===== config.mk =====
export PLATFORM = sky130hd
export DESIGN_NAME = pvst_queue
export DESIGN_NICKNAME = d
export VERILOG_FILES = /design/src/sv/pvst_pkg.sv /design/src/sv/pvst_queue.sv
export SDC_FILE = /design/constraint.sdc
export NUM_CORES = 1
export LEC_CHECK = 0
export BUFFER_PORTS_ARGS = -buffer_cell sky130_fd_sc_hd__buf_2
export CAP_MARGIN = 25
export CORE_AREA = 2 2 173 302
export CTS_CLUSTER_SIZE = 10
export DETAILED_ROUTE_END_ITERATION = 12
export DIE_AREA = 0 0 175 304
export GPL_TIMING_DRIVEN = 0
export PLACE_DENSITY = 0.49
export SLEW_MARGIN = 20
export SYNTH_ARGS = -nofsm -noshare
export SYNTH_HDL_FRONTEND = slang
export SYNTH_SLANG_ARGS = --single-unit

===== constraint.sdc =====
create_clock -name aclk -period 14.7 [get_ports aclk]
set_input_delay 2.205 -clock aclk [delete_from_list [all_inputs] [get_ports aclk]]
set_output_delay 2.205 -clock aclk [all_outputs]
set_load 0.03 [all_outputs]

===== src/sv/pvst_pkg.sv =====
package pvst_pkg;

    localparam int MAX_ATOMS  = 4096;
    localparam int COMPONENTS = 6;
    localparam int ROW_AW     = $clog2(MAX_ATOMS);
    localparam int ATOM_W     = 12;
    localparam int NLOC_W     = 13;
    localparam int FIX_W      = 32;
    localparam int VAL_W      = 64;
    localparam int ROW_W      = VAL_W * COMPONENTS;
    localparam int EPOCH_W    = 8;
    localparam int COMP_W     = 3;
    localparam int IN_DATA_W  = 200;
    localparam int OUT_DATA_W = 448;
    localparam int QDEPTH     = 2;
    localparam int QPTR_W     = 1;
    localparam int DIV_CHUNK  = 16;
    localparam int DIV_CYC    = VAL_W / DIV_CHUNK;
    localparam int DIV_CNT_W  = $clog2(DIV_CYC);
    localparam int DIV_NUM_W  = DIV_CHUNK + 2;
    localparam int DIV_RECIP_SH = DIV_CHUNK + 3;
    // ceil(2^19 / 3): exact quotient for any numerator below 2^18
    localparam logic [DIV_NUM_W-1:0] DIV_RECIP = DIV_NUM_W'((2**DIV_RECIP_SH + 1) / 3);

    typedef logic signed [VAL_W-1:0] val_t;

    localparam val_t VAL_MAX = {1'b0, {(VAL_W-1){1'b1}}};
    localparam val_t VAL_MIN = {1'b1, {(VAL_W-1){1'b0}}};

    typedef enum logic [1:0] {
        KIND_PAIR = 2'd0,
        KIND_ROW  = 2'd1,
        KIND_GLOB = 2'd2,
        KIND_NONE = 2'd3
    } kind_t;

    typedef struct packed {
        kind_t                    kind;
        logic                     clear;
        logic [ATOM_W-1:0]        ia;
        logic [ATOM_W-1:0]        ib;
        logic                     tally_a;
        logic                     tally_b;
        logic                     ia_ok;
        logic signed [FIX_W-1:0]  force_v;
        logic signed [FIX_W-1:0]  dx;
        logic signed [FIX_W-1:0]  dy;
        logic signed [FIX_W-1:0]  dz;
    } cmd_t;

    typedef struct packed {
        logic             start;
        val_t             a;
        logic [FIX_W-1:0] bmag;
        logic             bneg;
        logic             s17;
    } ms_req_t;

    typedef struct packed {
        logic done;
        val_t res;
    } ms_rsp_t;

    typedef enum logic [2:0] {
        MS_IDLE,
        MS_ABS,
        MS_LO,
        MS_HI,
        MS_Q,
        MS_FIN
    } ms_state_t;

    typedef enum logic [3:0] {
        BK_SWEEP,
        BK_IDLE,
        BK_VSEP,
        BK_VGO,
        BK_VWAIT,
        BK_TRD,
        BK_TWR,
        BK_RRD,
        BK_RLOAD,
        BK_SGO,
        BK_SWAIT,
        BK_TR1,
        BK_TR2,
        BK_DIVINIT,
        BK_DIV,
        BK_OUT
    } bk_state_t;

    function automatic val_t sat_add(val_t a, val_t b);
        val_t s;
        s = a + b;
        if (a[VAL_W-1] == b[VAL_W-1] && s[VAL_W-1] != a[VAL_W-1]) begin
            s = a[VAL_W-1] ? VAL_MIN : VAL_MAX;
        end
        return s;
    endfunction

endpackage


===== src/sv/pvst_queue.sv =====
module pvst_queue (
    input  logic           aclk,
    input  logic           aresetn,
    input  logic           push,
    input  pvst_pkg::cmd_t din,
    output logic           full,
    input  logic           pop,
    output pvst_pkg::cmd_t dout,
    output logic           empty
);
    import pvst_pkg::*;

    cmd_t              ent_reg [QDEPTH];
    logic [QPTR_W-1:0] wp_reg, wp_next, rp_reg, rp_next;
    logic [QPTR_W:0]   cnt_reg, cnt_next;

    assign full  = cnt_reg == (QPTR_W+1)'(QDEPTH);
    assign empty = cnt_reg == '0;
    assign dout  = ent_reg[rp_reg];

    always_comb begin
        wp_next  = wp_reg;
        rp_next  = rp_reg;
        cnt_next = cnt_reg;
        if (push) begin
            wp_next = wp_reg + 1'b1;
        end
        if (pop) begin
            rp_next = rp_reg + 1'b1;
        end
        if (push && !pop) begin
            cnt_next = cnt_reg + 1'b1;
        end else if (pop && !push) begin
            cnt_next = cnt_reg - 1'b1;
        end
    end

    always_ff @(posedge aclk) begin
        if (push) begin
            ent_reg[wp_reg] <= din;
        end
    end

    always_ff @(posedge aclk) begin
        if (!aresetn) begin
            wp_reg  <= '0;
            rp_reg  <= '0;
            cnt_reg <= '0;
        end else begin
            wp_reg  <= wp_next;
            rp_reg  <= rp_next;
            cnt_reg <= cnt_next;
        end
    end

endmodule


After elaboration in Yosys (flattened, before gate mapping):

Memory sizes are Yosys's and may differ from the RTL's. A register that Yosys moved wholly into a read port is not among the register bits.
Index checks and enable logic that the tools add are counted.

* word-level logic and storage cells: 21
* input bits: 162
* memories kept: 1
* output and inout port bits: 160
* memory bits (writable): 316
* register bits after elaboration: 4

Memory list
* ent_reg: words 2, width 158, read ports 1, clocked after Yosys merged registers in 1, wr ports 1, line pvst_queue.sv:13 `cmd_t ent_reg [QDEPTH];`

* reductions and logical operators: 6
* mux-type cells: 6
* add/sub/neg operators: 4
* equal/unequal tests: 1

Operator list (count)
* two-way mux 1 bit: 4
* two-way mux 2 bit: 2
* adder 1 bit (second input constant): 2
* adder 2 x 1 -> 2 bit (second input constant): 1
* equality test 2 bit (second input constant): 1
* logical AND 1 bit: 2
* zero test 1 bit: 2
* zero test 2 bit: 1
* nonzero test 2 bit: 1
* subtractor 2 x 1 -> 2 bit (second input constant): 1

Longest topological paths before layout:

* depth after elaboration: 4
* mapped depth: 5
* mapped depth without buffers: 5

Worst setup path before layout:

OpenSTA, ideal clock, no wires.

* kind: input to register
* from: in push
* to: mem ent_reg[0][0] in the netlist's numbering, enable pin
* library setup time: 697 ps
* arrival: 9066 ps
* setup slack: 4938 ps
* data required time: 14003 ps
* cell stages on the path: 1
* buffers on the path: 0
* path through: nor2b_1

* longest elaborated chain between the ends: 2

RTL lines
* from (decl): line pvst_queue.sv:4 `input logic push,`
* two-way mux 1 bit: line pvst_queue.sv:39 `if (push) begin`
* two-way mux 1 bit (not written as such): line pvst_queue.sv:40 `ent_reg[wp_reg] <= din;`
* to (decl): line pvst_queue.sv:13

No other way between the ends.

==> results.yml <==
status:
  status: "completed"
detailed_routing:
  routed_wl_um: 27900
  num_vias: 6132
  wl_per_cell_um: 17.7
  drc_errors: 0
  ant_nets: 0
  drtIter0Drc: 275
  routed_via_density: 3.89
  firstDrtPassIters: 4
die:
  coreArea_um2: 51100
  io_pins: 322
  die_w_um: 175
  die_h_um: 304
  start_util_pct: 23.6
  num_rows: 110
  die_area_um2: 53200
placement:
  dp_slack_ns: 10.78
  gp_congestion: 0.716
  dpl.cell_count: 1518
  placed_area_um2: 14800
  dpl.hpwl_um: 20200
  io_buffers: 321
pwr:
  p_per_area_nw_per_um2: 140
  vdd_drop_max_uv: 99.7
  report.power.total_mw: 2.22
  p_leak_nw: 6.05
timing:
  finalMaxSlewViolations: 0
  max_freq_mhz: 242
  tightest_slew_ns: 0.436
  min_period_ns: 4.14
  finalCritPeriodShare_pct: 28.2
  hold_ws_ns: 0.518
  maxSlewHeadroom_pct: 70.9
  rsz0062_at_grt: "no"
  skew_ns: 0.00654
  setup_viol: 0
  fin_ws_ns: 10.56
  hold_violations: 0
  setup_tns_ns: 0
layout:
  layout.nets: 1049
  fin_util_pct: 31.1
  syn2layout_area_growth_pct: 31.7
  stdcell_count: 1577
  multi_input_area_um2: 2280
  regArea_um2: 9590
  largest_reg_flops: 316
  fillers: 5024
  stdcell_area_um2: 15900
  drive_above_1_share_pct: 61.5
worst_setup_path:
  r2r_end: "ent_reg[0][56]"
  crit_path_frequent_cell: "buf_6"
  crit_type: "reg2out"
  critical-path-slowest-cell: "mux2_4"
  worst-r2r-setup-slack_ns: 12.87
  arrival_ns: 1.93
  reg2reg_from: "wp_reg"
  required_ns: 12.49
  crit_path_end_kind: "output port"
  path_cells: "buf_6 -> buf_8 -> buf_6 -> mux2_4 -> buf_2"
  crit_end: "dout[93]"
  reg2reg_depth: 5
  crit_fanout: 10
  slowest_delay_ns: 0.35
  startpoint_type: "flop"
synthesis:
  synth_area_um2: 12100
  synth_xor_area_share_pct: 0.218
  yosys.area_share.simple_pct: 0.446
  synth_top_family_by_area: "multiplexers"
  muxShareOfSynthArea_pct: 17.9
  ys_top_cells_by_count: "edfxtp_1 (316), mux2_4 (101), mux2_2 (57)"
  synth_fa_ha_area_share_pct: 0.104
  synth_compound_area_share_pct: 0.166
  synthCells: 514
  ys_seq_area_share_pct: 79.6
  async_flop_share_pct: 0
  synth_edf_count: 316
  synth.top_cells.by_area: "edfxtp_1 (79%), mux2_4 (13%), mux2_2 (5.3%), buf_6 (1.3%), dfxtp_1 (0.83%)"
  yosysUniqueCellTypes: 18
  synth_seq_cells: 321
  yosys_warnings: 0
  yosysTopAreaCellShare_pct: 78.7
  netlist.top_cell.by_area: "edfxtp_1"
  avgSynthCellArea_um2: 23.4
  synthMostInstantiatedCell: "edfxtp_1"
  synthFlopType: "edfxtp_1"
  mappedNetlistNets: 677
global_routing:
  grt_pass1_wl_um: 41100
  grt_pass1_vias: 6806
  overflow: 0
  grt_usage_pct: 10.3
  grt_max_degree: 51
  antenna_found_initial: 12
cts:
  path_clk_slew_ns: 0.06
  htreeDepth: 2
  clk_latency_ns: 0.52
  clk_path_buf_depth: 3
  cts_tree: "yes"
  postCtsHoldBufs: 0
  clock-sinks: 321
  cts_buffers: 38
  post_cts_buffers: 0
  cts_root_buffer: "clkbuf_16"
  ctsResizeCount: 0
min_path:
  min_path_type: "reg2reg"
run:
  maxCapViolations: 0
## cells in the final DEF (no fill, tap or decap)
cell	netlist	final
a21boi_0	1	1
or3_1	1	1
buf_2	3	324
nor2_1	1	1
o21a_1	1	1
buf_12	0	5
clkbuf_1	0	7
dfxtp_1	5	5
buf_16	0	6
edfxtp_1	316	316
clkbuf_16	0	41
nor2b_1	3	2
clkinv_1	0	3
mux2_2	57	57
xor2_1	2	2
mux2_4	101	101
nor2b_4	0	1
inv_1	1	1
buf_8	1	1
ha_1	1	1
buf_6	14	14
o21ai_0	1	1
and2_4	0	1
clkbuf_8	0	1
diode_2	0	7
and2_1	4	3
xnor2_1	1	1
## worst max-delay path, delay by kind of cell (launching register included)
kind / cells / cell delay, ns
buf+inv: 4 / 0.72
flops: 1 / 0.32
mux: 1 / 0.35
## area by class of cell
class                   instances  area share, %
flip-flops and latches        321           60.4
multi-input cells             174           14.4
repair buffers                332           11.8
clock buffers                  49           6.72
well taps                     672           5.30
plain buffers                  18           1.18
diodes                          7          0.110
clock inverters                 3         0.0710
inverters                       1         0.0237
## report_power, final
group          internal, mW  switching [mW]  total, mW
clock network         0.500           0.336      0.836
logic                 0.127           0.192      0.319
registers              1.06          0.0107       1.07
## layer usage
layer	track usage, %	up-vias	part of all wire [%]
met5	0	-	0.21
met4	6.84	8	5.5
met3	3.14	73	7.2
met2	19.1	228	55
met1	9.60	3029	32
li1	-	2794	-
## how the worst min path moves through the flow
stage | from | endpoint | slack, ns | cells after the start
2_1_floorplan | cnt_reg[1] | cnt_reg[1] | 0.47 | 2
3_3_place_gp | cnt_reg[1] | cnt_reg[1] | 0.49 | 2
3_5_place_dp | cnt_reg[1] | cnt_reg[1] | 0.51 | 2
4_1_cts | cnt_reg[1] | cnt_reg[1] | 0.52 | 2
5_1_grt | cnt_reg[1] | cnt_reg[1] | 0.59 | 2
6_report | cnt_reg[1] | cnt_reg[1] | 0.52 | 2
## cell families (layout without fill, tap and decap cells)
group	Yosys count	after routing
buffers and inverters	19	403
AO/OA/AOI/OAI	3	3
multiplexers	158	158
XOR/XNOR	3	3
adder cells (fa/ha/maj)	1	1
other	0	7
AND/OR/NAND/NOR	9	9
flip-flops	321	321
No activity file was read; power rests on OpenSTA's default activity.
