--- config.mk ---
export PLATFORM = sky130hd
export DESIGN_NAME = pvst_front
export DESIGN_NICKNAME = d
export VERILOG_FILES = /design/src/sv/pvst_pkg.sv /design/src/sv/pvst_front.sv
export SDC_FILE = /design/constraint.sdc
export NUM_CORES = 1
export LEC_CHECK = 0
export ABC_AREA = 1
export BUFFER_PORTS_ARGS = -buffer_cell sky130_fd_sc_hd__buf_2
export CAP_MARGIN = 25
export CORE_AREA = 3 3 140 142
export CTS_CLUSTER_DIAMETER = 100
export DETAILED_ROUTE_END_ITERATION = 10
export DIE_AREA = 0 0 143 145
export PLACE_DENSITY_LB_ADDON = 0.12
export SYNTH_ARGS = -nofsm -noshare
export SYNTH_HDL_FRONTEND = slang
export SYNTH_SLANG_ARGS = --single-unit
--- constraint.sdc ---
create_clock -name aclk -period 1.8 [get_ports aclk]
set_input_delay 0.45 -clock aclk [delete_from_list [all_inputs] [get_ports aclk]]
set_output_delay 0.45 -clock aclk [all_outputs]
set_load 0.1 [all_outputs]
--- src/sv/pvst_pkg.sv ---
package pvst_pkg;

    localparam int MAX_ATOMS  = 4096;
    localparam int COMPONENTS = 6;
    localparam int ROW_AW     = $clog2(MAX_ATOMS);
    localparam int ATOM_W     = 12;
    localparam int NLOC_W     = 13;
    localparam int FIX_W      = 32;
    localparam int VAL_W      = 64;
    localparam int ROW_W      = VAL_W * COMPONENTS;
    localparam int EPOCH_W    = 8;
    localparam int COMP_W     = 3;
    localparam int IN_DATA_W  = 200;
    localparam int OUT_DATA_W = 448;
    localparam int QDEPTH     = 2;
    localparam int QPTR_W     = 1;
    localparam int DIV_CHUNK  = 16;
    localparam int DIV_CYC    = VAL_W / DIV_CHUNK;
    localparam int DIV_CNT_W  = $clog2(DIV_CYC);
    localparam int DIV_NUM_W  = DIV_CHUNK + 2;
    localparam int DIV_RECIP_SH = DIV_CHUNK + 3;
    // ceil(2^19 / 3): exact quotient for any numerator below 2^18
    localparam logic [DIV_NUM_W-1:0] DIV_RECIP = DIV_NUM_W'((2**DIV_RECIP_SH + 1) / 3);

    typedef logic signed [VAL_W-1:0] val_t;

    localparam val_t VAL_MAX = {1'b0, {(VAL_W-1){1'b1}}};
    localparam val_t VAL_MIN = {1'b1, {(VAL_W-1){1'b0}}};

    typedef enum logic [1:0] {
        KIND_PAIR = 2'd0,
        KIND_ROW  = 2'd1,
        KIND_GLOB = 2'd2,
        KIND_NONE = 2'd3
    } kind_t;

    typedef struct packed {
        kind_t                    kind;
        logic                     clear;
        logic [ATOM_W-1:0]        ia;
        logic [ATOM_W-1:0]        ib;
        logic                     tally_a;
        logic                     tally_b;
        logic                     ia_ok;
        logic signed [FIX_W-1:0]  force_v;
        logic signed [FIX_W-1:0]  dx;
        logic signed [FIX_W-1:0]  dy;
        logic signed [FIX_W-1:0]  dz;
    } cmd_t;

    typedef struct packed {
        logic             start;
        val_t             a;
        logic [FIX_W-1:0] bmag;
        logic             bneg;
        logic             s17;
    } ms_req_t;

    typedef struct packed {
        logic done;
        val_t res;
    } ms_rsp_t;

    typedef enum logic [2:0] {
        MS_IDLE,
        MS_ABS,
        MS_LO,
        MS_HI,
        MS_Q,
        MS_FIN
    } ms_state_t;

    typedef enum logic [3:0] {
        BK_SWEEP,
        BK_IDLE,
        BK_VSEP,
        BK_VGO,
        BK_VWAIT,
        BK_TRD,
        BK_TWR,
        BK_RRD,
        BK_RLOAD,
        BK_SGO,
        BK_SWAIT,
        BK_TR1,
        BK_TR2,
        BK_DIVINIT,
        BK_DIV,
        BK_OUT
    } bk_state_t;

    function automatic val_t sat_add(val_t a, val_t b);
        val_t s;
        s = a + b;
        if (a[VAL_W-1] == b[VAL_W-1] && s[VAL_W-1] != a[VAL_W-1]) begin
            s = a[VAL_W-1] ? VAL_MIN : VAL_MAX;
        end
        return s;
    endfunction

endpackage

--- src/sv/pvst_front.sv ---
module pvst_front (
    input  logic                           aclk,
    input  logic                           aresetn,
    input  logic                           s_tvalid,
    output logic                           s_tready,
    input  logic [pvst_pkg::IN_DATA_W-1:0] s_tdata,
    input  logic [1:0]                     s_tuser,
    input  logic                           q_full,
    output logic                           q_push,
    output pvst_pkg::cmd_t                 q_din
);
    import pvst_pkg::*;

    logic [FIX_W-1:0]  last_step_reg, last_step_next;
    logic              step_seen_reg, step_seen_next;
    kind_t             kind;
    logic              accept;
    logic [FIX_W-1:0]  ts;
    logic [ATOM_W-1:0] ia, ib;
    logic [NLOC_W-1:0] nloc;
    logic              newton;

    assign kind     = kind_t'(s_tuser);
    assign s_tready = !q_full;
    assign accept   = s_tvalid && s_tready;
    assign ts       = s_tdata[31:0];
    assign ia       = s_tdata[43:32];
    assign ib       = s_tdata[55:44];
    assign nloc     = s_tdata[68:56];
    assign newton   = s_tdata[69];

    always_comb begin
        last_step_next = last_step_reg;
        step_seen_next = step_seen_reg;
        q_push = accept && (kind != KIND_NONE);
        q_din.kind    = kind;
        q_din.clear   = (kind == KIND_PAIR) && (!step_seen_reg || ts != last_step_reg);
        q_din.ia      = ia;
        q_din.ib      = ib;
        q_din.ia_ok   = 32'(ia) < 32'(MAX_ATOMS);
        q_din.tally_a = (newton || 13'(ia) < nloc) && q_din.ia_ok;
        q_din.tally_b = (newton || 13'(ib) < nloc) && (32'(ib) < 32'(MAX_ATOMS));
        q_din.force_v = s_tdata[101:70];
        q_din.dx      = s_tdata[133:102];
        q_din.dy      = s_tdata[165:134];
        q_din.dz      = s_tdata[197:166];
        if (accept && kind == KIND_PAIR) begin
            last_step_next = ts;
            step_seen_next = 1'b1;
        end
    end

    always_ff @(posedge aclk) begin
        if (!aresetn) begin
            last_step_reg <= '0;
            step_seen_reg <= 1'b0;
        end else begin
            last_step_reg <= last_step_next;
            step_seen_reg <= step_seen_next;
        end
    end

endmodule

==> Word level (Yosys, flattened, before mapping) <==
Index checks and enable logic that the tools add are counted.
{ "classes": {"order_cmp": 2, "eq_ne": 2, "reduce_logical": 10} }
{ "op_table": {"columns": ["cell", "count"], "rows": [
  ["!= test 32 bit", 1],
  ["less-than comparator 12 x 13 -> 1 bit", 2],
  ["logical AND 1 bit", 4],
  ["logical OR 1 bit", 3],
  ["zero test 1 bit", 2],
  ["zero test 2 bit", 1],
  ["!= test 2 bit (second input constant)", 1]
]} }
{ "word_totals": {"reg_bits": 33, "output_inout_bits": 160} }

==> Depth between registers and ports, before layout <==
{ "depth": {"ltp_word": 3, "depth_mapped": 9, "depth_no_buf": 9} }

==> Worst setup path before layout <==
No wires, ideal clock.
{ "synth_timing": {"path_kind": "input port to output port", "from": "in s_tvalid", "to": "out q_push", "arrival_ns": 2.825, "t_required_ns": 1.350, "setup_slack_ns": -1.475, "path_stages": 3, "cell_sequence": "inv_1 > nor2_2 > a21boi_0"} }
{ "synth_between": {"elab_chain_len": 2} }
{ "synth_rtl": {"columns": ["item", "line_no", "source"], "rows": [
  ["start, declared", "pvst_front.sv:4", "input logic s_tvalid,"],
  ["logical AND 1 bit", "pvst_front.sv:25", "assign accept = s_tvalid && s_tready;"],
  ["logical AND 1 bit", "pvst_front.sv:35", "q_push = accept && (kind != KIND_NONE);"],
  ["end, declared", "pvst_front.sv:9", "output logic q_push,"]
]} }
Every way passes these cells.

==> results.toml <==
[outcome]
outcome = "complete, but fails checks"
violations = "negative setup slack"

[logic_synthesis]
yosysTopAreaCell = "buf_4"
ys_warn_count = 0
synth_most_common_cell = "buf_4"
synth-async-reset-ratio_pct = 0
synth_top_area_share_pct = 34.0
synth_top_cells_by_count = "buf_4, nand2_1, inv_1"
synth_ff_type = "dfxtp_1"
ys_top_cells_by_area = "buf_4, dfxtp_1, ha_1, nand2_1, inv_1"
synthCells = 506
synth_nets = 734
synth_edf_count = 0
ys_ff_latch = 33
ys_types = 25
syn_area_per_cell_um2 = 6.80
ys_seq_area_share_pct = 19.2
synth_area_mm2 = 0.00344

[worst_setup_path]
path_buf_inv = 4
r2r_slack_ps = 1130
path_delay_family = "simple AND/OR/NAND/NOR gates"
crit_path_start_kind = "primary input"
path_cells = "buf_8, inv_6, ha_4, nand2_1, inv_1, o21bai_1, nand3_1, nand4_1, nand2_2, nand2_8, buf_12"
rr_startpoint = "last_step_reg[21]"
worstPathRequired_ps = 1350
path_class = "primary input to output pin"
startpoint = "s_tdata[58]"
endpoint_kind = "output pin"
cp_max_fo = 2
slowest_stage = "ha_4"
crit_arrival_ps = 1590
max_stage_delay_ps = 200

[place]
dp_hpwl_um = 6880
gp_congestion = 0.677
numPortBuffers = 106

[clock_tree]
clock-sinks = 33
tritoncts = "done"
clk_pin_slew_ps = 50
cts-htree-levels = 2
cts_inserted_buffers = 5
cts_buffer_depth = 2
insertion_delay_ps = 270
cts-root-buf = "clkbuf_16"

[finish]
final-seq-area_um2 = 664
drive_gt1_share_pct = 40.8
largest_register_ffs = 32
nFillCells = 2093
diodes = 0
fin_nets = 700
utilization_pct = 21.1
area_growth_syn_to_layout_pct = 13.9
multi_input_area_mm2 = 0.00165

[routing]
ant_nets = 0
wl_met1_um = 3520
highest_layer = "met4"
wl_um = 8470
wl_met2_um = 3780
drt_iter0_drc = 59
wl_per_cell_um = 12.0
firstDrtPassIters = 4
route.met3.wl_um = 843
viasPerCell = 3.77
vias = 2667
drc = 0

[sta]
fin_skew_ps = 0
finalHoldViolations = 0
rsz0062_at_grt = "yes"
setup_ws_ps = -241
maxClockFrequency_mhz = 490
post-route-min-period_ps = 2040
finalCritPeriodShare_pct = 113
setup_viol = 3
drv_slew = 0

[grt]
grtUsageTotal_pct = 7.80
gr-total-overflow = 0
grt_pass1_wl_um = 13000
grt_max_degree = 35
grt_pass1_vias = 2630
antenna_found_initial = 0

[power_and_ir_drop]
ir_worst_vdd_uv = 337
p_seq_share_pct = 30.9
p_sw_mw = 0.898
clkPwrFrac_pct = 33.1
leakagePower_nw = 1.78
p_comb_share_pct = 36.0
power.density_mw_per_mm2 = 636
p_int_mw = 1.59
p_sw_share_pct = 36.0
p_total_mw = 2.49

[floorplanning]
core-area_mm2 = 0.0186
die_height_um = 145
ios = 366
die_w_um = 143
initial_core_util_pct = 18.5
core.rowCount = 50
dieArea_mm2 = 0.0207

[run]
maxCapViolations = 0

[hold_path]
min_path_type = "primary input to flip-flop"
holdCritStartpoint = "s_tdata[27]"
[per-layer routing]
metal / global-route usage [%] / up-vias
met5: 0 / -
met4: 3.80 / 0
met3: 2.93 / 47
met2: 12.8 / 126
met1: 8.83 / 1140
li1: - / 1354
[through the flow]
| step | instances | area (um^2) | TNS [ps] | hold slack, ps | worst slack [ps] |
|---|---|---|---|---|---|
| 3_5_place_dp | 699 | 3500 | -1060 | 453 | -396 |
| 3_3_place_gp | 699 | 3500 | -1080 | 451 | -399 |
| 4_1_cts | 707 | 3870 | -764 | 423 | -299 |
| 5_1_grt | 707 | 3920 | -976 | 451 | -358 |
| 2_1_floorplan | 506 | 3610 | -86.3 | 435 | -43.2 |
| 6_report | 707 | 3920 | -649 | 430 | -241 |
[tightest hold or removal path, cell delays in order]
cell and delay (ps):
buf_2 100, inv_2 50, a21oi_1 50
[path summary, 6_finish.rpt]
kind                        to  depth (start not counted)
max                 q_din[129]                         11
max reg2reg  last_step_reg[21]                          3
min          last_step_reg[27]                          3
min reg2reg      step_seen_reg                          2
[layout by cell type, fill, tap and decap left out, drive strengths merged]
master	n
a21boi	2
a21oi	33
buf	123
clkbuf	8
conb	1
dfxtp	33
ha	22
inv	58
nand2	73
nand3	5
nand4	3
nor2	57
nor3	2
o21ai	44
o21bai	1
or2	1
xnor2	4
xor2	3
[power by group through the flow]
stage | Combinational, mW | Sequential [mW] | Clock, mW
finish | 0.898 | 0.770 | 0.825
detailed placement | 0.833 | 0.785 | 0
global placement | 0.831 | 0.784 | 0
global route | 0.983 | 0.773 | 0.890
CTS | 0.899 | 0.769 | 0.869
floorplan | 1.92 | 0.783 | 0
[final cells by class]
| type | instances | area share, % |
|---|---|---|
| Inverter | 58 | 6.26 |
| Clock buffer | 8 | 3.48 |
| Multi-Input combinational cell | 251 | 42.1 |
| Tap cell | 234 | 7.48 |
| Timing Repair Buffer | 123 | 23.7 |
| Sequential cell | 33 | 17.0 |
[what timing repair did]
| action | in CTS | in global routing |
|---|---|---|
| hold endpoints to repair | 0 | 0 |
| pin swaps | 34 | 17 |
| endpoints found under the setup margin | 3 | 3 |
| hold buffers | 0 | 0 |
| cloned | 0 | 0 |
| resized for setup | 49 | 14 |
| buffers inserted | 1 | 0 |
[kinds of logic (layout without fill, tap and decap cells)]
family                   Yosys count  after routing  share of synthesized area (%)
buffers and inverters            222            189                           42.7
AND/OR/NAND/NOR                  141            141                           16.3
AO/OA/AOI/OAI                     80             80                           11.9
flip-flops                        33             33                           19.2
adder cells (fa/ha/maj)           22             22                           8.00
XOR/XNOR                           7              7                           1.78
other                              1              1                          0.109
No activity file was read; power rests on OpenSTA's default activity.
